## config.mk

```make
export PLATFORM = sky130hd
export DESIGN_NAME = motor_reverse_on_overcurrent_top
export DESIGN_NICKNAME = d
export VERILOG_FILES = /design/src/sv/mroc_pkg.sv /design/src/sv/mroc_regs.sv /design/src/sv/mroc_ctrl.sv /design/src/sv/motor_reverse_on_overcurrent_top.sv
export SDC_FILE = /design/constraint.sdc
export NUM_CORES = 1
export LEC_CHECK = 0
export ABC_AREA = 1
export BUFFER_PORTS_ARGS = -buffer_cell sky130_fd_sc_hd__buf_2
export CAP_MARGIN = 5
export CORE_ASPECT_RATIO = 0.6
export CORE_MARGIN = 2
export CORE_UTILIZATION = 25
export CTS_BUF_LIST = sky130_fd_sc_hd__clkbuf_4 sky130_fd_sc_hd__clkbuf_8 sky130_fd_sc_hd__clkbuf_16
export DETAILED_ROUTE_END_ITERATION = 16
export SLEW_MARGIN = 20
export SYNTH_ARGS = -nofsm -noshare
export SYNTH_HDL_FRONTEND = slang
export SYNTH_SLANG_ARGS = --single-unit
```

## constraint.sdc

```tcl
create_clock -name clk_i -period 7.7 [get_ports clk_i]
set_input_delay 0.77 -clock clk_i [delete_from_list [all_inputs] [get_ports clk_i]]
set_output_delay 0.77 -clock clk_i [all_outputs]
set_load 0.05 [all_outputs]
```

## src/sv/mroc_pkg.sv

```systemverilog
package mroc_pkg;

  typedef enum logic [1:0] {
    DIR_STOP = 2'd0,
    DIR_FWD  = 2'd1,
    DIR_BACK = 2'd2
  } dir_e;

  localparam int unsigned DUTY_W   = 16;
  localparam int unsigned CNT_W    = 16;
  localparam int unsigned LIMIT_W  = 12;
  localparam int unsigned LIMIT_XW = 16;
  localparam int unsigned ADDR_W   = 5;
  localparam int unsigned DATA_W   = 32;
  localparam int unsigned REG_IDX_W = 3;

  localparam logic [REG_IDX_W-1:0] REG_RESTART_DELAY = 3'd0;
  localparam logic [REG_IDX_W-1:0] REG_CURRENT_LIMIT = 3'd1;
  localparam logic [REG_IDX_W-1:0] REG_DRIVE_DUTY    = 3'd2;
  localparam logic [REG_IDX_W-1:0] REG_RUN_TIMEOUT   = 3'd3;
  localparam logic [REG_IDX_W-1:0] REG_TRIP_TICKS    = 3'd4;

  localparam logic [CNT_W-1:0]   RST_RESTART_DELAY = 16'd300;
  localparam logic [LIMIT_W-1:0] RST_CURRENT_LIMIT = 12'd1657;
  localparam logic [DUTY_W-1:0]  RST_DRIVE_DUTY    = 16'd2040;
  localparam logic [CNT_W-1:0]   RST_RUN_TIMEOUT   = 16'd2500;
  localparam logic [CNT_W-1:0]   RST_TRIP_TICKS    = 16'd200;

  typedef struct packed {
    logic [CNT_W-1:0]   restart_delay;
    logic [LIMIT_W-1:0] current_limit;
    logic [DUTY_W-1:0]  drive_duty;
    logic [CNT_W-1:0]   run_timeout;
    logic [CNT_W-1:0]   trip_ticks;
  } cfg_t;

endpackage

```

## src/sv/mroc_regs.sv

```systemverilog
module mroc_regs (
  input  logic                          clk_i,
  input  logic                          rst_ni,
  input  logic                          psel,
  input  logic                          penable,
  input  logic                          pwrite,
  input  logic [mroc_pkg::ADDR_W-1:0]   paddr,
  input  logic [mroc_pkg::DATA_W-1:0]   pwdata,
  output logic [mroc_pkg::DATA_W-1:0]   prdata,
  output mroc_pkg::cfg_t                cfg_o
);

  mroc_pkg::cfg_t                      cfg_q;
  mroc_pkg::cfg_t                      cfg_d;
  logic [mroc_pkg::REG_IDX_W-1:0]      idx;
  logic                                wr_en;

  assign idx   = paddr[mroc_pkg::ADDR_W-1:2];
  assign wr_en = psel && penable && pwrite;

  always_comb begin
    cfg_d = cfg_q;
    if (wr_en) begin
      case (idx)
        mroc_pkg::REG_RESTART_DELAY: cfg_d.restart_delay = pwdata[mroc_pkg::CNT_W-1:0];
        mroc_pkg::REG_CURRENT_LIMIT: cfg_d.current_limit = pwdata[mroc_pkg::LIMIT_W-1:0];
        mroc_pkg::REG_DRIVE_DUTY:    cfg_d.drive_duty    = pwdata[mroc_pkg::DUTY_W-1:0];
        mroc_pkg::REG_RUN_TIMEOUT:   cfg_d.run_timeout   = pwdata[mroc_pkg::CNT_W-1:0];
        mroc_pkg::REG_TRIP_TICKS:    cfg_d.trip_ticks    = pwdata[mroc_pkg::CNT_W-1:0];
        default: ;
      endcase
    end
  end

  always_comb begin
    case (idx)
      mroc_pkg::REG_RESTART_DELAY: prdata = {16'd0, cfg_q.restart_delay};
      mroc_pkg::REG_CURRENT_LIMIT: prdata = {20'd0, cfg_q.current_limit};
      mroc_pkg::REG_DRIVE_DUTY:    prdata = {16'd0, cfg_q.drive_duty};
      mroc_pkg::REG_RUN_TIMEOUT:   prdata = {16'd0, cfg_q.run_timeout};
      mroc_pkg::REG_TRIP_TICKS:    prdata = {16'd0, cfg_q.trip_ticks};
      default:                     prdata = '0;
    endcase
  end

  always_ff @(posedge clk_i or negedge rst_ni) begin
    if (!rst_ni) begin
      cfg_q.restart_delay <= mroc_pkg::RST_RESTART_DELAY;
      cfg_q.current_limit <= mroc_pkg::RST_CURRENT_LIMIT;
      cfg_q.drive_duty    <= mroc_pkg::RST_DRIVE_DUTY;
      cfg_q.run_timeout   <= mroc_pkg::RST_RUN_TIMEOUT;
      cfg_q.trip_ticks    <= mroc_pkg::RST_TRIP_TICKS;
    end else begin
      cfg_q <= cfg_d;
    end
  end

  assign cfg_o = cfg_q;

endmodule

```

## src/sv/mroc_ctrl.sv

```systemverilog
module mroc_ctrl #(
  parameter int unsigned SAMPLE_BITS = 12
) (
  input  logic                          clk_i,
  input  logic                          rst_ni,
  input  logic                          step_i,
  input  mroc_pkg::cfg_t                cfg_i,
  input  logic                          switch_level_i,
  input  logic [SAMPLE_BITS-1:0]        home_current_i,
  input  logic [SAMPLE_BITS-1:0]        front_current_i,
  output logic [mroc_pkg::DUTY_W-1:0]   forward_duty_o,
  output logic [mroc_pkg::DUTY_W-1:0]   backward_duty_o,
  output mroc_pkg::dir_e                direction_o
);

  mroc_pkg::dir_e                 dir_q, dir_d;
  logic [mroc_pkg::CNT_W-1:0]     delay_q, delay_d;
  logic                           pend_q, pend_d;
  logic                           sup_q, sup_d;
  logic [mroc_pkg::CNT_W-1:0]     trip_q, trip_d;
  logic [mroc_pkg::CNT_W-1:0]     timer_q, timer_d;
  logic                           prev_q, prev_d;
  logic                           seen_q, seen_d;
  logic [mroc_pkg::DUTY_W-1:0]    fwd_q, fwd_d;
  logic [mroc_pkg::DUTY_W-1:0]    back_q, back_d;

  logic [mroc_pkg::LIMIT_XW-1:0]  limit_x;
  logic [SAMPLE_BITS-1:0]         limit;
  logic                           front_hot;
  logic                           home_hot;
  logic                           sup_act;

  assign limit_x   = {{(mroc_pkg::LIMIT_XW - mroc_pkg::LIMIT_W){1'b0}}, cfg_i.current_limit};
  assign limit     = limit_x[SAMPLE_BITS-1:0];
  assign front_hot = front_current_i > limit;
  assign home_hot  = home_current_i > limit;

  always_comb begin
    dir_d   = dir_q;
    delay_d = delay_q;
    pend_d  = pend_q;
    sup_d   = sup_q;
    trip_d  = trip_q;
    timer_d = timer_q;
    prev_d  = prev_q;
    seen_d  = seen_q;
    fwd_d   = fwd_q;
    back_d  = back_q;

    if (!seen_q) begin
      dir_d  = mroc_pkg::DIR_STOP;
      seen_d = 1'b1;
      prev_d = switch_level_i;
    end else if (switch_level_i != prev_q) begin
      if (switch_level_i) begin
        dir_d   = mroc_pkg::DIR_FWD;
        delay_d = cfg_i.restart_delay;
        fwd_d   = '0;
        back_d  = '0;
        pend_d  = 1'b1;
        sup_d   = 1'b0;
      end
      prev_d = switch_level_i;
    end

    if (delay_d != '0) begin
      delay_d = delay_d - 16'd1;
    end else if (pend_d) begin
      pend_d = 1'b0;
      if (dir_d == mroc_pkg::DIR_FWD || dir_d == mroc_pkg::DIR_BACK) begin
        fwd_d   = (dir_d == mroc_pkg::DIR_FWD)  ? cfg_i.drive_duty : '0;
        back_d  = (dir_d == mroc_pkg::DIR_BACK) ? cfg_i.drive_duty : '0;
        timer_d = '0;
        sup_d   = 1'b1;
        trip_d  = '0;
      end
    end

    sup_act = sup_d;
    if (sup_act) begin
      if (front_hot) begin
        if (trip_d != '1) trip_d = trip_d + 16'd1;
        if (trip_d > cfg_i.trip_ticks) begin
          dir_d   = mroc_pkg::DIR_BACK;
          delay_d = cfg_i.restart_delay;
          sup_d   = 1'b0;
          pend_d  = 1'b1;
        end
      end
      if (home_hot) begin
        if (trip_d != '1) trip_d = trip_d + 16'd1;
        if (trip_d > cfg_i.trip_ticks) dir_d = mroc_pkg::DIR_STOP;
      end
      if (timer_d < cfg_i.run_timeout) begin
        timer_d = timer_d + 16'd1;
      end else begin
        dir_d   = mroc_pkg::DIR_BACK;
        delay_d = cfg_i.restart_delay;
        sup_d   = 1'b0;
        pend_d  = 1'b1;
      end
    end

    if (dir_d == mroc_pkg::DIR_STOP) begin
      sup_d  = 1'b0;
      fwd_d  = '0;
      back_d = '0;
    end
  end

  always_ff @(posedge clk_i or negedge rst_ni) begin
    if (!rst_ni) begin
      dir_q   <= mroc_pkg::DIR_STOP;
      delay_q <= '0;
      pend_q  <= 1'b0;
      sup_q   <= 1'b0;
      trip_q  <= '0;
      timer_q <= '0;
      prev_q  <= 1'b0;
      seen_q  <= 1'b0;
      fwd_q   <= '0;
      back_q  <= '0;
    end else if (step_i) begin
      dir_q   <= dir_d;
      delay_q <= delay_d;
      pend_q  <= pend_d;
      sup_q   <= sup_d;
      trip_q  <= trip_d;
      timer_q <= timer_d;
      prev_q  <= prev_d;
      seen_q  <= seen_d;
      fwd_q   <= fwd_d;
      back_q  <= back_d;
    end
  end

  assign forward_duty_o  = fwd_q;
  assign backward_duty_o = back_q;
  assign direction_o     = dir_q;

  a_sup_not_stopped: assert property (@(posedge clk_i) disable iff (!rst_ni)
    sup_q |-> dir_q != mroc_pkg::DIR_STOP)
    else $error("supervision active while stopped");

  a_stop_zero_duty: assert property (@(posedge clk_i) disable iff (!rst_ni)
    dir_q == mroc_pkg::DIR_STOP |-> (fwd_q == '0 && back_q == '0))
    else $error("duty driven while stopped");

  a_one_side_driven: assert property (@(posedge clk_i) disable iff (!rst_ni)
    !(fwd_q != '0 && back_q != '0))
    else $error("both bridge sides driven");

  a_idle_holds: assert property (@(posedge clk_i) disable iff (!rst_ni)
    !step_i |=> $stable(dir_q) && $stable(trip_q) && $stable(delay_q))
    else $error("state moved without a step");

endmodule

```

## src/sv/motor_reverse_on_overcurrent_top.sv

```systemverilog
// Channel   Handshake                   Payload
// in        in_valid_i / in_ready_o     switch_level_i, home_current_i, front_current_i
// out       out_valid_o / out_ready_i   forward_duty_o, backward_duty_o, direction_o
// config    psel/penable/pwrite/pready  paddr, pwdata, prdata
//
// One transaction per cycle sustained while out_ready_i does not stall the result.
// The input register feeds the control step, whose state registers are the result.
// The step fires when the input register holds a transaction and the result register is empty or being taken.
// Reset is asynchronous, active low; config returns to its defaults.
// A stalled result keeps one input transaction buffered, then in_ready_o drops.
module motor_reverse_on_overcurrent_top #(
  parameter int unsigned SAMPLE_BITS = 12
) (
  input  logic                          clk_i,
  input  logic                          rst_ni,
  input  logic                          in_valid_i,
  output logic                          in_ready_o,
  input  logic                          switch_level_i,
  input  logic [SAMPLE_BITS-1:0]        home_current_i,
  input  logic [SAMPLE_BITS-1:0]        front_current_i,
  output logic                          out_valid_o,
  input  logic                          out_ready_i,
  output logic [mroc_pkg::DUTY_W-1:0]   forward_duty_o,
  output logic [mroc_pkg::DUTY_W-1:0]   backward_duty_o,
  output logic [1:0]                    direction_o,
  input  logic                          psel,
  input  logic                          penable,
  input  logic                          pwrite,
  input  logic [mroc_pkg::ADDR_W-1:0]   paddr,
  input  logic [mroc_pkg::DATA_W-1:0]   pwdata,
  output logic [mroc_pkg::DATA_W-1:0]   prdata,
  output logic                          pready
);

  mroc_pkg::cfg_t          cfg;
  mroc_pkg::dir_e          dir;
  logic                    in_valid_q, in_valid_d;
  logic                    out_valid_q, out_valid_d;
  logic                    sw_q;
  logic [SAMPLE_BITS-1:0]  home_q;
  logic [SAMPLE_BITS-1:0]  front_q;
  logic                    step;
  logic                    in_acc;

  assign pready     = 1'b1;
  assign step       = in_valid_q && (!out_valid_q || out_ready_i);
  assign in_ready_o = !in_valid_q || step;
  assign in_acc     = in_valid_i && in_ready_o;

  always_comb begin
    in_valid_d = in_valid_q;
    if (in_acc) begin
      in_valid_d = 1'b1;
    end else if (step) begin
      in_valid_d = 1'b0;
    end
    out_valid_d = out_valid_q;
    if (step) begin
      out_valid_d = 1'b1;
    end else if (out_ready_i) begin
      out_valid_d = 1'b0;
    end
  end

  always_ff @(posedge clk_i or negedge rst_ni) begin
    if (!rst_ni) begin
      in_valid_q  <= 1'b0;
      out_valid_q <= 1'b0;
    end else begin
      in_valid_q  <= in_valid_d;
      out_valid_q <= out_valid_d;
    end
  end

  always_ff @(posedge clk_i) begin
    if (in_acc) begin
      sw_q    <= switch_level_i;
      home_q  <= home_current_i;
      front_q <= front_current_i;
    end
  end

  mroc_regs u_regs (
    .clk_i   (clk_i),
    .rst_ni  (rst_ni),
    .psel    (psel),
    .penable (penable),
    .pwrite  (pwrite),
    .paddr   (paddr),
    .pwdata  (pwdata),
    .prdata  (prdata),
    .cfg_o   (cfg)
  );

  mroc_ctrl #(
    .SAMPLE_BITS (SAMPLE_BITS)
  ) u_ctrl (
    .clk_i           (clk_i),
    .rst_ni          (rst_ni),
    .step_i          (step),
    .cfg_i           (cfg),
    .switch_level_i  (sw_q),
    .home_current_i  (home_q),
    .front_current_i (front_q),
    .forward_duty_o  (forward_duty_o),
    .backward_duty_o (backward_duty_o),
    .direction_o     (dir)
  );

  assign direction_o = dir;
  assign out_valid_o = out_valid_q;

endmodule
```

Word-level counts from Yosys, hierarchy flattened:

Index checks and enable logic that the tools add are counted.

* mux-type cells: 77
* $lt $le $gt $ge: 5
* divide/modulo/power cells: 0
* bitwise gates (word level): 0
* reductions and logical operators: 20
* $add $sub $neg: 4
* multipliers: 0
* shift operators: 0
* equal/unequal tests: 10

Operator list (count)
* 16-bit 2-to-1 mux: 42
* 16-bit case mux with 5 select lines: 1
* 16-bit by 1-bit adder with 16-bit output, second input constant: 3
* 16-bit > comparator: 2
* 16-bit inequality test, second input constant: 2
* 1-bit 2-to-1 mux: 25
* 12-bit > comparator: 2
* 2-bit 2-to-1 mux: 9
* 16-bit < comparator: 1
* 16-bit nonzero test: 1
* 16-bit by 1-bit subtractor with 16-bit output, second input constant: 1
* 2-bit AND reduction: 6
* 3-bit by 2-bit == test with 1-bit output, second input constant: 2
* 1-bit logical AND: 4
* 2-bit nonzero test: 2
* 3-bit by 1-bit == test with 1-bit output, second input constant: 1
* 3-bit == test, second input constant: 1
* 3-bit zero test: 1
* 1-bit logical OR: 3
* 2-bit by 1-bit == test with 1-bit output, second input constant: 1
* 2-bit == test, second input constant: 1
* 1-bit zero test: 2
* 2-bit zero test: 1
* 2-bit inequality test, second input constant: 1
* 1-bit inequality test: 1

* latch bits: 0
* output and inout port bits: 69
* memories kept: 0
* bits in writable memories: 0
* input port bits: 69
* ROM bits: 0
* logic and storage cells: 136
* register bits: 189

Longest topological paths before layout:

* depth after elaboration: 25
* gate-level depth with buffers: 47
* gate-level depth less buffers: 41

Modules after synthesis:

Synthesis repeated with hierarchy kept, for this count alone.

* cell total of the unflattened synthesis: 1895
* area, all modules: 13541.7 µm²

By module, submodules not included
* mroc_ctrl: sequential area each 2152.1 µm², area an instance 8744.6 µm², times used 1, cells each 1358
* mroc_regs: sequential area each 1935.6 µm², area an instance 3940.0 µm², times used 1, cells each 498
* motor_reverse_on_overcurrent_top: sequential area each 800.8 µm², area an instance 857.1 µm², times used 1, cells each 39

Worst setup path before layout:

Ideal clock, no wire load.

* kind: flip-flop to flip-flop
* from: register u_ctrl.prev_q
* to: register u_ctrl.back_q, in the netlist u_ctrl.backward_duty_o[14]
* library setup time: 0.118 ns
* stages on the path, launching flop included: 45
* data arrival time: 5.870 ns
* data required time: 7.582 ns
* path slack: 1.713 ns
* cells stage by stage: dfrtp_1 -> inv_2 -> nand3_4 -> buf_6 -> clkbuf_1 -> nand2_1 -> o21ai_0 -> ha_1 -> nand3_1 -> nor2_1 -> nand3_2 -> nor2_4 -> nand2_4 -> buf_6 -> buf_4 -> buf_2 -> nand2_1 -> inv_1 -> (+9 left out) -> nand2_1 -> ha_1 -> nand3_2 -> nor2_4 -> nand3_2 -> buf_4 -> nand3_1 -> ha_1 -> nand4_1 -> nor3_1 -> nand2_1 -> a221oi_1 -> a21oi_1 -> nand2_1 -> nand2_2 -> buf_6 -> nand2_1 -> nand2_1

* cells in the longest elaborated chain, start to end: 25

Ends and longest elaborated chain
* from (decl): RTL line mroc_ctrl.sv:22 `logic prev_q, prev_d;`
* from (signal assigned): RTL line mroc_ctrl.sv:130 `prev_q <= prev_d;`
* 1-bit inequality test (*): RTL line mroc_ctrl.sv:54 `end else if (switch_level_i != prev_q) begin`
* 2-bit 2-to-1 mux: RTL line mroc_ctrl.sv:54
* 2-bit 2-to-1 mux: RTL line mroc_ctrl.sv:50 `if (!seen_q) begin`
* 2-bit by 1-bit == test with 1-bit output / 2-bit == test (equally long branches): RTL line mroc_ctrl.sv:70, mroc_ctrl.sv:72
* 1-bit logical OR: RTL line mroc_ctrl.sv:70 `if (dir_d == mroc_pkg::DIR_FWD || dir_d == mroc_pkg::DIR_BACK) begin`
* 16-bit 2-to-1 mux: RTL line mroc_ctrl.sv:70
* 16-bit 2-to-1 mux: RTL line mroc_ctrl.sv:68 `end else if (pend_d) begin`
* 16-bit 2-to-1 mux: RTL line mroc_ctrl.sv:66 `if (delay_d != '0) begin`
* (+9 left out)
* 16-bit 2-to-1 mux: RTL line mroc_ctrl.sv:80 `if (sup_act) begin`
* 16-bit > comparator: RTL line mroc_ctrl.sv:92 `if (trip_d > cfg_i.trip_ticks) dir_d = mroc_pkg::DIR_STOP;`
* 2-bit 2-to-1 mux: RTL line mroc_ctrl.sv:92
* 2-bit 2-to-1 mux: RTL line mroc_ctrl.sv:90 `if (home_hot) begin`
* 2-bit 2-to-1 mux: RTL line mroc_ctrl.sv:94 `if (timer_d < cfg_i.run_timeout) begin`
* 2-bit 2-to-1 mux: RTL line mroc_ctrl.sv:80
* 2-bit zero test: RTL line mroc_ctrl.sv:104 `if (dir_d == mroc_pkg::DIR_STOP) begin`
* 16-bit 2-to-1 mux (*): RTL line mroc_ctrl.sv:104
* to (signal assigned): RTL line mroc_ctrl.sv:133 `back_q <= back_d;`
* to (decl): RTL line mroc_ctrl.sv:25 `logic [mroc_pkg::DUTY_W-1:0] back_q, back_d;`

Mark *: on every way between the ends. The rest lies on a longest branch, timed or not. The select of a mux whose other input is x is not followed.
A chain may end at the register's enable or synchronous reset.

Final worst setup path:

* from: register sw_q
* to: register u_ctrl.back_q, in the netlist u_ctrl.backward_duty_o[10]

* cells in the longest elaborated chain, start to end: 25

Ends and longest elaborated chain
* from (decl): RTL line motor_reverse_on_overcurrent_top.sv:39 `logic sw_q;`
* from (signal assigned): RTL line motor_reverse_on_overcurrent_top.sv:77 `sw_q <= switch_level_i;`
* 2-bit 2-to-1 mux / 1-bit inequality test (equally long branches): RTL line mroc_ctrl.sv:55, mroc_ctrl.sv:54
* 2-bit 2-to-1 mux: RTL line mroc_ctrl.sv:54
* 2-bit 2-to-1 mux: RTL line mroc_ctrl.sv:50
* 2-bit by 1-bit == test with 1-bit output / 2-bit == test (equally long branches): RTL line mroc_ctrl.sv:70, mroc_ctrl.sv:72
* 1-bit logical OR: RTL line mroc_ctrl.sv:70
* 16-bit 2-to-1 mux: RTL line mroc_ctrl.sv:70
* 16-bit 2-to-1 mux: RTL line mroc_ctrl.sv:68
* 16-bit 2-to-1 mux: RTL line mroc_ctrl.sv:66
* (+9 left out)
* 16-bit 2-to-1 mux: RTL line mroc_ctrl.sv:80
* 16-bit > comparator: RTL line mroc_ctrl.sv:92
* 2-bit 2-to-1 mux: RTL line mroc_ctrl.sv:92
* 2-bit 2-to-1 mux: RTL line mroc_ctrl.sv:90
* 2-bit 2-to-1 mux: RTL line mroc_ctrl.sv:94
* 2-bit 2-to-1 mux: RTL line mroc_ctrl.sv:80
* 2-bit zero test: RTL line mroc_ctrl.sv:104
* 16-bit 2-to-1 mux (*): RTL line mroc_ctrl.sv:104

Marks and branches as above.

==> qor.yml <==
cp-start-kind: "flop"
placement_rows: 63
synth_edf_count: 25
drc: 0
fin_crit_ps: 7160
crit_path_end_kind: "flop"
worst_slack_ps: 543
max-clock-path-buffers: 2
fp.dieArea_um2: 52800
worstMarginPinSlew_ps: 1040
postRouteWirelength_um: 44800
cts_tree: "done"
async_reset_ff_share_pct: 86.8
numCtsBuffers: 17
power_density_nw_per_um2: 264
min_path_type: "input pin to async pin"
cts_sinks: 189
ys.flop_type: "dfrtp_1"
first_pass_iters: 7
peakVddDrop_v: 0.000126
rsz0062_at_grt: "no"
slew_headroom_pct: 30.5
slowest_stage: "edfxtp_1"
hold_viol: 0
grt_pass1_vias: 10900
die_h_um: 179
critPathMaxFanout: 33
fin_crit_sh_pct: 92.9
r2r_start: "sw_q"
maxCapViolations: 0
critPathBufInv: 5
cellLeakagePower_nw: 7.07
cpLargestDelayFamily: "simple AND/OR/NAND/NOR gates"
ys_ff_latch: 189
filler_cell_count: 5429
fin_tns_setup_ps: 0
critical-path-max-stage-delay_ps: 570
fin_area_um2: 14400
place_area_um2: 13800
grt_first_pass_wirelength_um: 67300
clk_pin_slew_ps: 80
wl_per_cell_um: 18.2
required_ps: 8060
area.growth.synth_to_final_pct: 13.3
antenna_found_initial: 3
port_buffers: 102
crit_type: "flop to flop"
synthCells: 1703
fmax_ghz: 0.140
place_ws_ps: 500
coreArea_um2: 49800
fin_skew_ps: 16.9
worst_path_most_repeated_cell: "nand2_1"
drive_above_1_share_pct: 14.2
grt-ovfl-total: 0
place.gp.congestion: 0.917
start_util_pct: 25.5
finalSetupViolCount: 0
syn_avg_cell_area_um2: 7.47
syn-cell-area_um2: 12700
grt_max_degree: 94
synth_warnings: 0
clkLatencyLatePin_ps: 460
grt_util_all_layers_pct: 17.0
fp.dieW_um: 295
num_antenna_cells: 0
worstSetupStartpoint: "sw_q"
synth_cell_types: 49
viasPerCell: 4.90
drt_iter0_drc: 1480
vias: 12100
cts-root-buf: "clkbuf_16"
htreeDepth: 4
ys_seq_area_share_pct: 38.4
multi_input_area_um2: 6750
dp_hpwl_um: 34300
pin_count: 138
seqCellArea_um2: 4890
critPathArrivalTime_ps: 7520
layout.nets: 1919
final_max_slew_viol_count: 0
ant_nets: 0
status: "complete, no violations"
==> metal layers <==
metal  GRT usage (%)  vias to the layer above  share of wire [%]
met5               0                        -                  0
met4            2.77                        0               0.78
met3            6.17                       29                 12
met2            20.9                      574                 36
met1            27.4                     5726                 51
li1                -                     5748                  -
==> path summary, 6_finish.rpt <==
kind | endpoint | slack (ps) | depth (start not counted)
max in group asynchronous | u_ctrl.trip_q[2] | 5760 | 2
worst min register to register | u_ctrl.delay_q[15] | 490 | 2
worst min-delay path | u_ctrl.delay_q[1] | 430 | 1
worst max register to register | u_ctrl.backward_duty_o[10] | 540 | 37
worst max-delay path | u_ctrl.backward_duty_o[10] | 540 | 37
min in group clk_i | home_q[0] | 480 | 1
==> state kept, by name, summed over array words and instances (netlist names) <==
name	count
u_ctrl.seen_q	1
u_ctrl.timer_q	16
u_ctrl.direction_o	2
out_valid_o	1
u_ctrl.trip_q	16
sw_q	1
home_q	12
u_ctrl.backward_duty_o	16
u_ctrl.forward_duty_o	16
u_ctrl.sup_q	1
u_ctrl.pend_q	1
front_q	12
in_valid_q	1
u_ctrl.prev_q	1
u_ctrl.delay_q	16
u_regs.cfg_o	76
==> metrics by stage <==
step           cells  total power [mW]  utilization (%)  hold WS (ps)
3_3_place_gp    2433              2.84             27.8           464
5_1_grt         2467              4.04             28.9           464
6_report        2467              3.81             28.9           428
2_1_floorplan   1718              2.39                -           449
3_5_place_dp    2433              2.87             27.8           466
4_1_cts         2465              3.77             28.9           467
==> placed cells by master (no fill, tap or decap), types with 4 or more instances in the layout <==
master / count
a21oi_1: 64
a221o_1: 4
a221oi_1: 12
a32oi_1: 31
buf_2: 101
buf_4: 17
clkbuf_16: 17
clkinv_1: 4
conb_1: 17
dfrtp_1: 137
dfstp_2: 27
edfxtp_1: 25
ha_1: 78
inv_1: 176
inv_2: 9
inv_6: 4
inv_8: 4
nand2_1: 505
nand2_2: 30
nand2_4: 5
nand3_1: 89
nand3_2: 8
nand4_1: 32
nor2_1: 107
nor2_2: 12
nor3_1: 22
o211ai_1: 5
o21ai_0: 139
o21ai_1: 7
o22ai_1: 21
xnor2_1: 10
xor2_1: 23
==> power by group <==
group	switching [mW]	total [mW]	internal (mW)
clock	0.461	0.897	0.436
combinational	1.07	1.55	0.478
sequential	0.178	1.37	1.19
total	1.71	3.81	2.10
==> timing repair <==
action	4_1_cts	5_1_grt
hold buffers	0	0
setup endpoints to repair	0	33
hold endpoints to repair	0	0
setup buffers	0	2
gates resized for setup	0	2
==> Yosys cell counts, types with 5 or more instances <==
master / instances / area, µm²
dfstp_2: 27 / 709
inv_2: 9 / 33.8
a21oi_1: 64 / 320
a221oi_1: 13 / 114
clkbuf_1: 44 / 165
xor2_1: 23 / 201
o21ai_1: 7 / 35.0
xnor2_1: 10 / 87.6
nand2_1: 506 / 1900
o22ai_1: 21 / 131
nand3_1: 89 / 445
nor3_1: 23 / 115
buf_2: 9 / 45.0
nand4_1: 32 / 200
o21ai_0: 139 / 696
dfrtp_1: 137 / 3430
nor2_2: 10 / 62.6
buf_6: 8 / 90.1
o211ai_1: 5 / 37.5
a32oi_1: 31 / 272
nand2_2: 30 / 188
inv_1: 176 / 661
edfxtp_1: 25 / 751
ha_1: 78 / 976
buf_4: 20 / 150
nor2_1: 109 / 409
nand3_2: 8 / 80.1
==> area by class of cell <==
class	count	share of cell area, %
multi-input cells	1257	46.8
inverters	187	4.87
flip-flops and latches	189	33.9
clock buffers	19	3.06
repair buffers	120	4.61
well taps	682	5.92
clock inverters	13	0.842
==> cell families after synthesis <==
kind of cell,count (synthesis),synth area share [%]
compound gates,302,14.0
xor+xnor,33,2.27
fa+ha+maj,78,7.67
buf+inv,272,9.18
flops,189,38.4
other cells,2,0.0590
simple gates,827,28.3
Power figures use the tool's default switching activity.
